<file path="config.mk">
export PLATFORM = sky130hd
export DESIGN_NAME = i2c_bit_level_master_unit
export DESIGN_NICKNAME = d
export VERILOG_FILES = /design/src/sv/ibm_pkg.sv /design/src/sv/ibm_seq.sv /design/src/sv/i2c_bit_level_master_unit.sv
export SDC_FILE = /design/constraint.sdc
export NUM_CORES = 1
export LEC_CHECK = 0
export BUFFER_PORTS_ARGS = -buffer_cell sky130_fd_sc_hd__buf_2
export CORE_UTILIZATION = 60
export DETAILED_ROUTE_END_ITERATION = 10
export PLACE_DENSITY = 0.78
export SYNTH_ARGS = -nofsm -noshare
export SYNTH_HDL_FRONTEND = slang
export SYNTH_SLANG_ARGS = --single-unit
</file>
<file path="constraint.sdc">
create_clock -name clk_i -period 4.55 [get_ports clk_i]
set_input_delay 0.91 -clock clk_i [delete_from_list [all_inputs] [get_ports clk_i]]
set_output_delay 0.91 -clock clk_i [all_outputs]
set_load 0.005 [all_outputs]
</file>
<file path="src/sv/ibm_pkg.sv">
package ibm_pkg;

  // Command codes carried in the mode field.
  localparam logic [2:0] MODE_START = 3'd0;
  localparam logic [2:0] MODE_STOP  = 3'd1;
  localparam logic [2:0] MODE_SEND  = 3'd2;
  localparam logic [2:0] MODE_ACK   = 3'd3;
  localparam logic [2:0] MODE_GET   = 3'd4;

  localparam logic [7:0] PHASE_TICKS_RESET = 8'd2;
  localparam logic [2:0] LAST_BIT          = 3'd7;

  typedef enum logic [2:0] {
    OP_IDLE  = 3'd0,
    OP_START = 3'd1,
    OP_STOP  = 3'd2,
    OP_SEND  = 3'd3,
    OP_ACK   = 3'd4,
    OP_GET   = 3'd5
  } op_e;

  // One tick as presented to the sequencer.
  typedef struct packed {
    logic       cmd_valid;
    logic [2:0] mode;
    logic [7:0] tx_byte;
    logic       sda_in;
  } ibm_item_t;

  // Pin and status levels after one tick.
  typedef struct packed {
    logic       scl_level;
    logic       sda_level;
    logic       sda_drive;
    logic       busy_res;
    logic       done_res;
    logic [7:0] rx_data;
    logic       ack_seen;
  } ibm_result_t;

endpackage

</file>
<file path="src/sv/ibm_seq.sv">
module ibm_seq (
  input  logic                 clk_i,
  input  logic                 rst_ni,
  input  logic                 step_i,
  input  logic [7:0]           phase_ticks_i,
  input  ibm_pkg::ibm_item_t   item_i,
  output ibm_pkg::ibm_result_t result_o
);
  import ibm_pkg::*;

  op_e        op_q, op_d;
  logic [1:0] phase_q, phase_d;
  logic [7:0] tick_q, tick_d;
  logic [2:0] bit_q, bit_d;
  logic [7:0] shift_q, shift_d;
  logic [7:0] rx_q, rx_d;
  logic       ack_q, ack_d;
  logic       scl_q, scl_d;
  logic       sda_q, sda_d;
  logic       drive_q, drive_d;
  logic       done;
  logic [7:0] period;

  assign period = (phase_ticks_i == 8'd0) ? 8'd1 : phase_ticks_i;

  always_comb begin
    op_d    = op_q;
    phase_d = phase_q;
    tick_d  = tick_q;
    bit_d   = bit_q;
    shift_d = shift_q;
    rx_d    = rx_q;
    ack_d   = ack_q;
    scl_d   = scl_q;
    sda_d   = sda_q;
    drive_d = drive_q;
    done    = 1'b0;

    if (op_q == OP_IDLE) begin
      if (item_i.cmd_valid && (item_i.mode inside {[MODE_START:MODE_GET]})) begin
        phase_d = 2'd0;
        bit_d   = 3'd0;
        shift_d = 8'd0;
        tick_d  = 8'd1;
        case (item_i.mode)
          MODE_START: begin
            op_d = OP_START; scl_d = 1'b1; sda_d = 1'b1; drive_d = 1'b1;
          end
          MODE_STOP: begin
            op_d = OP_STOP; drive_d = 1'b1; sda_d = 1'b0;
          end
          MODE_SEND: begin
            op_d = OP_SEND; shift_d = item_i.tx_byte;
            drive_d = 1'b1; scl_d = 1'b0; sda_d = item_i.tx_byte[7];
          end
          MODE_ACK: begin
            op_d = OP_ACK; drive_d = 1'b0; scl_d = 1'b0;
          end
          default: begin
            op_d = OP_GET; drive_d = 1'b0; scl_d = 1'b1;
          end
        endcase
      end
    end else if (tick_q < period) begin
      tick_d = tick_q + 8'd1;
    end else begin
      // End of the current phase: enter the next phase or complete.
      tick_d = 8'd1;
      case (op_q)
        OP_START: begin
          if (phase_q == 2'd0) begin
            phase_d = 2'd1; sda_d = 1'b0;
          end else if (phase_q == 2'd1) begin
            phase_d = 2'd2; scl_d = 1'b0;
          end else begin
            done = 1'b1;
          end
        end
        OP_STOP: begin
          if (phase_q == 2'd0) begin
            phase_d = 2'd1; scl_d = 1'b1;
          end else if (phase_q == 2'd1) begin
            phase_d = 2'd2; sda_d = 1'b1;
          end else begin
            done = 1'b1;
          end
        end
        OP_SEND: begin
          if (phase_q == 2'd0) begin
            phase_d = 2'd1; scl_d = 1'b1;
          end else if (phase_q == 2'd1) begin
            phase_d = 2'd2; scl_d = 1'b0;
          end else begin
            shift_d = {shift_q[6:0], 1'b0};
            if (bit_q != LAST_BIT) begin
              bit_d   = bit_q + 3'd1;
              phase_d = 2'd0;
              drive_d = 1'b1;
              scl_d   = 1'b0;
              sda_d   = shift_q[6];
            end else begin
              drive_d = 1'b0;
              done    = 1'b1;
            end
          end
        end
        OP_ACK: begin
          if (phase_q == 2'd0) begin
            phase_d = 2'd1; scl_d = 1'b1;
          end else if (phase_q == 2'd1) begin
            ack_d = ~item_i.sda_in; phase_d = 2'd2; scl_d = 1'b0;
          end else begin
            drive_d = 1'b1;
            done    = 1'b1;
          end
        end
        OP_GET: begin
          if (phase_q == 2'd0) begin
            shift_d = {shift_q[6:0], item_i.sda_in};
            phase_d = 2'd1;
            scl_d   = 1'b0;
          end else if (bit_q != LAST_BIT) begin
            bit_d   = bit_q + 3'd1;
            phase_d = 2'd0;
            drive_d = 1'b0;
            scl_d   = 1'b1;
          end else begin
            rx_d = shift_q;
            done = 1'b1;
          end
        end
        default: begin
          done = 1'b1;
        end
      endcase
      if (done) begin
        op_d    = OP_IDLE;
        phase_d = 2'd0;
        tick_d  = 8'd0;
        bit_d   = 3'd0;
      end
    end
  end

  always_comb begin
    result_o.scl_level = scl_d;
    result_o.sda_level = drive_d ? sda_d : 1'b1;
    result_o.sda_drive = drive_d;
    result_o.busy_res  = (op_d != OP_IDLE);
    result_o.done_res  = done;
    result_o.rx_data   = rx_d;
    result_o.ack_seen  = ack_d;
  end

  always_ff @(posedge clk_i or negedge rst_ni) begin
    if (!rst_ni) begin
      op_q    <= OP_IDLE;
      phase_q <= 2'd0;
      tick_q  <= 8'd0;
      bit_q   <= 3'd0;
      shift_q <= 8'd0;
      rx_q    <= 8'd0;
      ack_q   <= 1'b0;
      scl_q   <= 1'b1;
      sda_q   <= 1'b1;
      drive_q <= 1'b1;
    end else if (step_i) begin
      op_q    <= op_d;
      phase_q <= phase_d;
      tick_q  <= tick_d;
      bit_q   <= bit_d;
      shift_q <= shift_d;
      rx_q    <= rx_d;
      ack_q   <= ack_d;
      scl_q   <= scl_d;
      sda_q   <= sda_d;
      drive_q <= drive_d;
    end
  end

endmodule

</file>
<file path="src/sv/i2c_bit_level_master_unit.sv">
// Channel   Direction  Handshake              Payload
// in        input      in_valid_i/in_stall_o  cmd_valid_i mode_i tx_byte_i sda_in_i
// out       output     out_valid_o/out_stall_i scl_level_o sda_level_o sda_drive_o
//                                             busy_res_o done_res_o rx_data_o ack_seen_o
// cfg       input      cfg_we_i               cfg_wdata_i (phase_ticks)
//
// Each input transaction is one bus tick and yields exactly one output transaction.
// A transaction passes through the input register and then leaves through the output
// register; one transaction is taken per cycle while the output does not stall.
// Reset puts the sequencer in the idle state (SCL and SDA high, SDA driven) with phase_ticks 2.
// A stall on the output holds both registers; the input stalls only when its register
// is full and the output register cannot move.
module i2c_bit_level_master_unit (
  input  logic       clk_i,
  input  logic       rst_ni,
  input  logic       cfg_we_i,
  input  logic [7:0] cfg_wdata_i,
  input  logic       in_valid_i,
  output logic       in_stall_o,
  input  logic       cmd_valid_i,
  input  logic [2:0] mode_i,
  input  logic [7:0] tx_byte_i,
  input  logic       sda_in_i,
  output logic       out_valid_o,
  input  logic       out_stall_i,
  output logic       scl_level_o,
  output logic       sda_level_o,
  output logic       sda_drive_o,
  output logic       busy_res_o,
  output logic       done_res_o,
  output logic [7:0] rx_data_o,
  output logic       ack_seen_o
);
  import ibm_pkg::*;

  logic        [7:0] phase_ticks_q;
  logic              in_valid_q;
  ibm_item_t         item_q;
  logic              out_valid_q;
  ibm_result_t       result_q;
  ibm_result_t       result_d;
  logic              advance;
  logic              step;

  // The output register can take a new transaction when it is empty or being drained.
  assign advance    = !out_valid_q || !out_stall_i;
  assign step       = in_valid_q && advance;
  assign in_stall_o = in_valid_q && !advance;

  always_ff @(posedge clk_i or negedge rst_ni) begin
    if (!rst_ni) begin
      phase_ticks_q <= PHASE_TICKS_RESET;
    end else if (cfg_we_i) begin
      phase_ticks_q <= cfg_wdata_i;
    end
  end

  // Input register.
  always_ff @(posedge clk_i or negedge rst_ni) begin
    if (!rst_ni) begin
      in_valid_q <= 1'b0;
    end else if (!in_stall_o) begin
      in_valid_q <= in_valid_i;
    end
  end

  always_ff @(posedge clk_i) begin
    if (in_valid_i && !in_stall_o) begin
      item_q.cmd_valid <= cmd_valid_i;
      item_q.mode      <= mode_i;
      item_q.tx_byte   <= tx_byte_i;
      item_q.sda_in    <= sda_in_i;
    end
  end

  // The sequencer updates its state only when the tick moves to the output register.
  ibm_seq u_seq (
    .clk_i         (clk_i),
    .rst_ni        (rst_ni),
    .step_i        (step),
    .phase_ticks_i (phase_ticks_q),
    .item_i        (item_q),
    .result_o      (result_d)
  );

  // Output register.
  always_ff @(posedge clk_i or negedge rst_ni) begin
    if (!rst_ni) begin
      out_valid_q <= 1'b0;
    end else if (advance) begin
      out_valid_q <= in_valid_q;
    end
  end

  always_ff @(posedge clk_i) begin
    if (step) begin
      result_q <= result_d;
    end
  end

  assign out_valid_o = out_valid_q;
  assign scl_level_o = result_q.scl_level;
  assign sda_level_o = result_q.sda_level;
  assign sda_drive_o = result_q.sda_drive;
  assign busy_res_o  = result_q.busy_res;
  assign done_res_o  = result_q.done_res;
  assign rx_data_o   = result_q.rx_data;
  assign ack_seen_o  = result_q.ack_seen;

endmodule
</file>
Word-level counts from Yosys, hierarchy flattened --
Index checks and enable logic that the tools add are counted.
Cells by class: $add $sub $neg 2, div/mod/pow operators 0, magnitude comparators 3, muxes and demuxes 94, reduce and logical (&&, ||, !) cells 26, multipliers 0, equality and inequality tests 19, shift-type cells 0, bitwise operators 1
Operator list (count):
- $mux 8 | 16
- $mux 1 | 46
- $mux 3 | 12
- $mux 2 | 10
- $pmux 8 s2 | 1
- $reduce_and 7->1 | 2
- $eq 3x2->1 const B | 4
- $ne 4x3->1 const B | 3
- $pmux 1 s3 | 4
- $pmux 3 s4 | 1
- $add 8x1->8 const B | 1
- $logic_not 8->1 | 1
- $lt 8x8->1 | 1
- $eq 3x1->1 const B | 2
- $eq 3x3->1 const B | 2
- $logic_not 3->1 | 2
- $ne 3x2->1 const B | 2
- $pmux 2 s3 | 1
- $pmux 3 s2 | 1
- $reduce_bool 3->1 | 2
- $reduce_or 3->1 | 2
- $logic_and 1x1->1 | 5
- $ne 5x1->1 const B | 1
- $pmux 1 s5 | 1
- 18 further kinds | 22
Storage, ports and cells: output and inout bits 16, bits in read-only memories 0, bits in writable memories 0, memories kept 0, bits of input ports 26, register bits after elaboration 73, latch bits 0, word-level logic and storage cells 169

Logic depth before layout (Yosys ltp) --
Gate-level depths: netlist (run 1).
depth after elaboration 11, mapped depth 8, mapped depth without buffers 8

Hierarchy --
Synthesis (run 1) repeated with hierarchy kept, for this count alone.
Second synthesis, totals: cells, all modules 340, area, all modules 3803.6 sq um
By module, submodules not included:
- ibm_seq | instances 1, cells each 288, area each 2573.7 sq um
- i2c_bit_level_master_unit | instances 1, cells each 52, area each 1229.9 sq um

Least setup slack after synthesis (run 1) --
No wires, ideal clock.
path type input-to-reg, start point input out_stall_i, end point register u_seq.shift_q[0], data required time 4.425 ns, buffers on the path 1, library setup time 0.125 ns, path slack 1.905 ns, arrival time 2.521 ns, cell stages on the path 7, cell sequence nand2_1 > nand2_1 > clkinv_1 > o21a_1 > clkbuf_1 > o21ai_4 > mux2_2
On the way: word-level cells in the longest chain between the ends 4
Ends and longest elaborated chain:
- from (decl) | RTL line i2c_bit_level_master_unit.sv:25 | input logic out_stall_i,
- $logic_not 1->1 | RTL line i2c_bit_level_master_unit.sv:46 | assign advance = !out_valid_q || !out_stall_i;
- $logic_or 1x1->1 | RTL line i2c_bit_level_master_unit.sv:46
- $logic_and 1x1->1 | RTL line i2c_bit_level_master_unit.sv:47 | assign step = in_valid_q && advance;
- via step | RTL line i2c_bit_level_master_unit.sv:43 | logic step;
- $reduce_and 7->1 (no source line)
- to (signal assigned) | RTL line ibm_seq.sv:172 | shift_q <= shift_d;
- to (decl) | RTL line ibm_seq.sv:15 | logic [7:0] shift_q, shift_d;
The timed path passes the listed nets, and every way through them passes these cells. A chain may end at the register's enable or synchronous reset.

Worst setup path in the final report (run 1) --
start point register phase_ticks_q[5], end point register result_q, in the netlist sda_level_o (data pin)
On the way: word-level cells in the longest chain between the ends 5, elaborated cells between the ends (all ways) 7, those cells by class 1 x order compare; 5 x mux; 1 x reduce/logical
Ends and longest elaborated chain:
- from (decl) | RTL line i2c_bit_level_master_unit.sv:36 | logic [7:0] phase_ticks_q;
- from (signal assigned) | RTL line i2c_bit_level_master_unit.sv:54 | phase_ticks_q <= cfg_wdata_i;
- $logic_not 8->1 | RTL line ibm_seq.sv:24 | assign period = (phase_ticks_i == 8'd0) ? 8'd1 : phase_ticks_i;
- $mux 8 * | RTL line ibm_seq.sv:24
- $lt 8x8->1 * | RTL line ibm_seq.sv:64 | end else if (tick_q < period) begin
- $mux 1 | RTL line ibm_seq.sv:64
- $mux 1 | RTL line ibm_seq.sv:39 | if (op_q == OP_IDLE) begin
- to (signal assigned) | RTL line i2c_bit_level_master_unit.sv:97 | result_q <= result_d;
- to (decl) | RTL line i2c_bit_level_master_unit.sv:40 | ibm_result_t result_q;
Every way passes the cells marked *; elsewhere a longest branch is shown, timed or not.

==> results.yml, run 1 <==
finish:
  antenna_cells: 0
  nets: 408
  layout.cells.non_filler: 452
  layout_common_cells: "dfrtp_1 (42), buf_2 (41), mux2_2 (28), nand2_1 (28)"
  utilization: 0.707
  layout_commonest_cell: "dfrtp_1"
  syn_to_final_growth_pct: 13.2
  nFillCells: 420
  drive_above_1_share: 0.273
critical_path:
  crit_family: "simple AND/OR/NAND/NOR gates"
  cpMostUsedCell: "nor2_1"
  path_class: "reg2reg"
  arrival_ps: 2900
  startpoint_type: "flop"
  path_cells: "inv_1, ha_1, a211oi_1, nor2_1, nor2_1, nand2_1, a222oi_1, nand4bb_1"
  critPathSlowestCell: "a222oi_1"
  end_kind: "flop"
  crit_buf_inv: 1
  path_max_fanout: 8
  worstPathRequired_ps: 4610
  max_stage_delay_ps: 480
clock_tree:
  clk_path_buf_depth: 2
  root_buffer: "clkbuf_8"
  holdBufCountCts: 0
  cts_sinks: 73
  cts_tree: "built"
  path_clk_slew_ps: 80
  cts_resized: 0
  numCtsBuffers: 9
  h-tree-depth: 3
  post-cts-setup-buffers: 0
  insertion_delay_ps: 360
floorplanning:
  chipHeight_um: 80.5
  rows: 28
  fp.dieW_um: 80.5
  start_util: 0.624
  core_area_um2: 5920
  dieArea_um2: 6480
  ios: 42
routing:
  drt-total-wl_um: 7950
  vias: 2782
  via_per_inst: 6.15
  wire_per_inst_um: 17.6
  postRouteAntennaNets: 0
  drc: 0
  dr.pass1.iters: 5
  drt_iter0_drc: 156
sta:
  slew_headroom: 0.246
  finalHoldViolations: 0
  grt_setup_unrepaired: "false"
  drv_slew: 0
  fin_crit_sh: 0.624
  worst_pin_slew_ps: 1120
  fin_setup_tns_ps: 0
  clock.fmax_mhz: 352
  period_minus_slack_ps: 2840
  final-setup-viol-count: 0
  setup_slack_ps: 1710
  skew_ps: 14.2
global_route:
  grt_pass1_vias: 2726
  grt_use_met1: 0.343
  met3_usage: 0.0568
  grtUsageMet2: 0.436
  grt_usage: 0.268
  grt_pass1_wl_um: 12700
  grt_max_degree: 47
  top_usage_layer: "met2"
  grt_overflow: 0
  antenna_found_initial: 0
pwr:
  power_density_nw_per_um2: 531
  ir_drop_v: 0.000267
  p_leak_nw: 1.85
placed_design:
  dp.cells: 436
  dpl.hpwl_um: 5550
  gp_congestion: 0.860
  dpl_worst_slack_ps: 1660
  io_buffers: 41
yosys:
  synthTopCellsByArea: "dfrtp_1 (28%), edfxtp_1 (22%), mux2_2 (8.5%)"
  synth.top_cell.area_share: 0.284
  synth.largest_area_cell: "dfrtp_1"
  synth_warnings: 0
  netlist_instances: 330
  synth-edff-count: 27
  async_flop_share: 0.630
  synth_cell_type_count: 55
  ys_seq_area_frac: 0.532
  netlist_area_um2: 3700
  syn_nets: 366
  ys_seq_elements: 73
  avgSynthCellArea_um2: 11.2
  synth_top_flop_cell: "dfrtp_1"
run:
  cap_violations: 0
run_status:
  status: "completed"
worst_hold_path:
  hp-class: "reg2reg"
cell type report:
cell class                      instances  area (µm²)  share of cell area
Sequential cell                        73        1970               0.470
Multi-Input combinational cell        226        1610               0.386
Timing Repair Buffer                   42         213              0.0508
Clock buffer                            9         124              0.0296
Clock inverter                          7         100              0.0239
Tap cell                               75        93.8              0.0224
Inverter                               20        75.1              0.0179
final timing paths:
kind	cells after the start	startpoint	slack, ps	end
max	8	phase_ticks_q[5]$_DFFE_PN0P_	1710	sda_level_o$_SDFFCE_PN1P_
min	1	in_valid_q$_DFFE_PN0N_	510	out_valid_o$_DFFE_PN0N_
max reg2reg	8	phase_ticks_q[5]$_DFFE_PN0P_	1710	sda_level_o$_SDFFCE_PN1P_
min reg2reg	1	in_valid_q$_DFFE_PN0N_	510	out_valid_o$_DFFE_PN0N_
max in group asynchronous	1	rst_ni	3170	u_seq.op_q[1]$_DFFE_PN0P_
min in group asynchronous	1	rst_ni	740	phase_ticks_q[2]$_DFFE_PN0P_
state kept, by name (all words and copies together) (netlist names), 2 cells and up:
register,flops
rx_data_o,8
u_seq.phase_q,2
phase_ticks_q,8
u_seq.op_q,3
u_seq.bit_q,3
u_seq.tick_q,8
item_q,13
u_seq.rx_q,8
u_seq.shift_q,8
cells by family (layout without fill, tap and decap cells):
group                      Yosys count  in the layout  share of synthesized area
AOI/OAI and AO/OA                   80             80                      0.159
xor gates and xnor gates             5              5                     0.0118
adders and majority gates           10             10                     0.0338
buffers and inverters               31             78                     0.0315
DFF                                 73             73                      0.532
muxes                               30             30                     0.0907
and+or+nand+nor                    101            101                      0.141
Yosys cell counts, types with 4 or more instances:
library cell,n
dfrtp_1,42
mux2_2,28
nand2_1,28
edfxtp_1,27
o21ai_0,27
nor2_1,23
inv_1,19
a21oi_1,11
clkbuf_1,11
ha_1,10
a22o_1,7
nand2b_1,7
nand4_1,7
nand3_1,6
nor2b_1,5
xor2_1,5
a211oi_1,4
and3_1,4
dfstp_2,4
nor3_1,4
metrics by stage:
| stage | power, mW | cell area [µm²] | hold slack, ps |
|---|---|---|---|
| after floorplan | 1.46 | 3700 | 449 |
| after global placement | 1.62 | 3960 | 483 |
| after detailed placement | 1.65 | 3960 | 491 |
| after CTS | 2.22 | 4190 | 513 |
| after global routing | 2.36 | 4190 | 535 |
| final | 2.22 | 4190 | 508 |
power breakdown:
part           total, mW  switching [mW]  internal [mW]
combinational      0.662           0.375          0.288
clock              0.577           0.263          0.313
sequential         0.986           0.177          0.809
routing by layer:
layer / up-vias / share of wire
met4: 0 / 0.017
met3: 15 / 0.051
met5: - / 0
li1: 1304 / -
met1: 1364 / 0.44
met2: 99 / 0.49
Power figures use the tool's default switching activity.
==> inputs of run 2 (changes only) <==
--- a/config.mk
+++ b/config.mk
@@ -6,9 +6,9 @@
 export NUM_CORES = 1
 export LEC_CHECK = 0
 export BUFFER_PORTS_ARGS = -buffer_cell sky130_fd_sc_hd__buf_2
-export CORE_UTILIZATION = 60
+export CORE_UTILIZATION = 53
 export DETAILED_ROUTE_END_ITERATION = 10
-export PLACE_DENSITY = 0.78
+export PLACE_DENSITY = 0.72
 export SYNTH_ARGS = -nofsm -noshare
 export SYNTH_HDL_FRONTEND = slang
 export SYNTH_SLANG_ARGS = --single-unit
==> constraint.sdc (replaced) <==
create_clock -name clk_i -period 2.3 [get_ports clk_i]
set_input_delay 0.46 -clock clk_i [delete_from_list [all_inputs] [get_ports clk_i]]
set_output_delay 0.46 -clock clk_i [all_outputs]
set_load 0.005 [all_outputs]
==> run 2 against run 1 <==
Net effect:
- critical path type unchanged
- die area rose by 13%
- sequential cell count did not move
- first-iteration DRC count rose by 1.3%
- fmax rose by 19%
- highest routed layer unchanged
- critical path depth did not move
- the flow now finishes with violations (negative setup slack)
==> results.yml, run 2 (same netlist as run 1, synthesis figures left out) <==
run_status:
  status: "finished, violations left"
  failed_checks: "negative setup slack"
finish:
  largest_register: "item_q"
  syn_to_final_growth_pct: 22.7
  seq_area_um2: 1970
  multi_input_area_um2: 1700
  layout_common_cells: "dfrtp_1 (42), buf_2 (41), buf_4 (31)"
  nFillCells: 509
  largest_reg_flops: 13
  drive_above_1_share: 0.344
  layout_commonest_cell: "dfrtp_1"
  layout.cells.non_filler: 490
  antenna_cells: 0
  nets: 441
  final_area_um2: 4540
placed_design:
  dpl.hpwl_um: 5540
  gp_congestion: 0.855
  place_area_um2: 4210
  dp.cells: 471
  io_buffers: 41
sta:
  drv_slew: 0
  worst_pin_slew_ps: 868
  period_minus_slack_ps: 2390
  skew_ps: 9.20
  clock.fmax_mhz: 419
  setup_slack_ps: -89.0
  fin_crit_sh: 1.04
  grt_setup_unrepaired: "true"
  slew_headroom: 0.417
  final-setup-viol-count: 27
  finalHoldViolations: 0
  fin_setup_tns_ps: -1240
  hold_ws_ps: 208
critical_path:
  end_kind: "flop"
  reg2regPathDepth: 8
  path_class: "reg2reg"
  arrival_ps: 2630
  startpoint_type: "flop"
  worstPathRequired_ps: 2540
  path_max_fanout: 8
global_route:
  grt_usage: 0.234
  grt_pass1_vias: 2632
  antenna_found_initial: 0
  grt_pass1_wl_um: 13000
  grt_max_degree: 47
  grt_overflow: 0
pwr:
  p_seq_frac: 0.391
  p_clk_frac: 0.234
  finalPower_mw: 4.73
  combPwrFrac: 0.375
  ir_drop_v: 0.000521
  swShare: 0.358
  intPower_mw: 3.04
  power_density_nw_per_um2: 1040
  p_switching_mw: 1.69
  p_leak_nw: 2.05
floorplanning:
  ios: 42
  rows: 30
  dieArea_um2: 7310
  start_util: 0.547
  fp.dieW_um: 85.5
  core_area_um2: 6760
  chipHeight_um: 85.5
routing:
  via_per_inst: 5.80
  postRouteAntennaNets: 0
  drc: 0
  drt-total-wl_um: 7990
  vias: 2843
  wire_per_inst_um: 16.3
  drt_iter0_drc: 158
  dr.pass1.iters: 4
run:
  cap_violations: 0
clock_tree:
  numCtsBuffers: 9
  root_buffer: "clkbuf_8"
  h-tree-depth: 3
  cts_tree: "built"
  insertion_delay_ps: 350
  clk_path_buf_depth: 2
  path_clk_slew_ps: 80
  cts_sinks: 73
worst_hold_path:
  hp-class: "in2async"
==> run 2: changes by cell type in the layout (fill, tap and decap cells not counted), moves of 2 or more <==
| cell | delta |
|---|---|
| or4_1 | -2 |
| o21ai_0 | -3 |
| buf_6 | +2 |
| o21ai_1 | +3 |
| or4_4 | +2 |
| buf_4 | +30 |
==> run 2: metrics by stage <==
stage / utilization / setup WS [ps]
global placement: 0.623 / -41.0
CTS: 0.663 / -46.7
finish: 0.672 / -89.0
floorplan: - / 12.0
global route: 0.672 / -141
detailed placement: 0.623 / -65.8
==> run 2: per-layer routing <==
layer / wire [µm] / up-vias / global-route usage / share of wire
li1: - / 1363 / - / -
met3: 417 / 11 / 0.0654 / 0.052
met4: 113 / 0 / 0.0909 / 0.014
met5: 0 / - / 0 / 0
met1: 3690 / 1375 / 0.317 / 0.46
met2: 3770 / 94 / 0.359 / 0.47
==> run 2: final timing paths <==
| path | to | startpoint | slack [ps] |
|---|---|---|---|
| worst max register to register | u_seq.shift_q[0]$_DFFE_PN0P_ | phase_ticks_q[1]$_DFFE_PN1P_ | -90 |
| worst min register to register | u_seq.ack_q$_DFFE_PN0P_ | item_q[0]$_DFFE_PP_ | 490 |
| worst max-delay path | u_seq.shift_q[0]$_DFFE_PN0P_ | phase_ticks_q[1]$_DFFE_PN1P_ | -90 |
| max in group asynchronous | u_seq.rx_q[1]$_DFFE_PN0P_ | rst_ni | 1670 |
| worst min-delay path | u_seq.tick_q[3]$_DFFE_PN0P_ | rst_ni | 210 |
| min in group clk_i | item_q[10]$_DFFE_PP_ | mode_i[1] | 280 |
==> run 2: power groups by stage <==
stage	clock network, mW	registers, mW	logic, mW
after floorplan	0	1.77	1.12
after detailed placement	0	1.86	1.64
after CTS	1.13	1.85	1.70
after global routing	1.17	1.89	1.94
after global placement	0	1.85	1.61
final	1.11	1.85	1.77
==> run 2: timing repair <==
action,4_1_cts,5_1_grt
hold buffers,0,0
cloned,0,0
pin swaps,0,16
resized for setup,9,11
buffers inserted,1,3
endpoints found under the setup margin,21,38
==> run 2: worst max-delay path, stage by stage (launching register included) <==
cell      delay (ps)
dfstp_2          550
inv_2             50
ha_4             260
o221ai_4          90
buf_6            130
a221o_4          430
a221oi_4         310
o21ai_4          150
mux2_4           310
==> run 2: layout make-up <==
type                       count  share of cell area
clock buffer                  10              0.0281
clock inverter                 6              0.0199
inverter                      20              0.0165
multi-input combinational    226               0.374
sequential                    73               0.433
tap                           80              0.0221
timing repair buffer          75               0.106
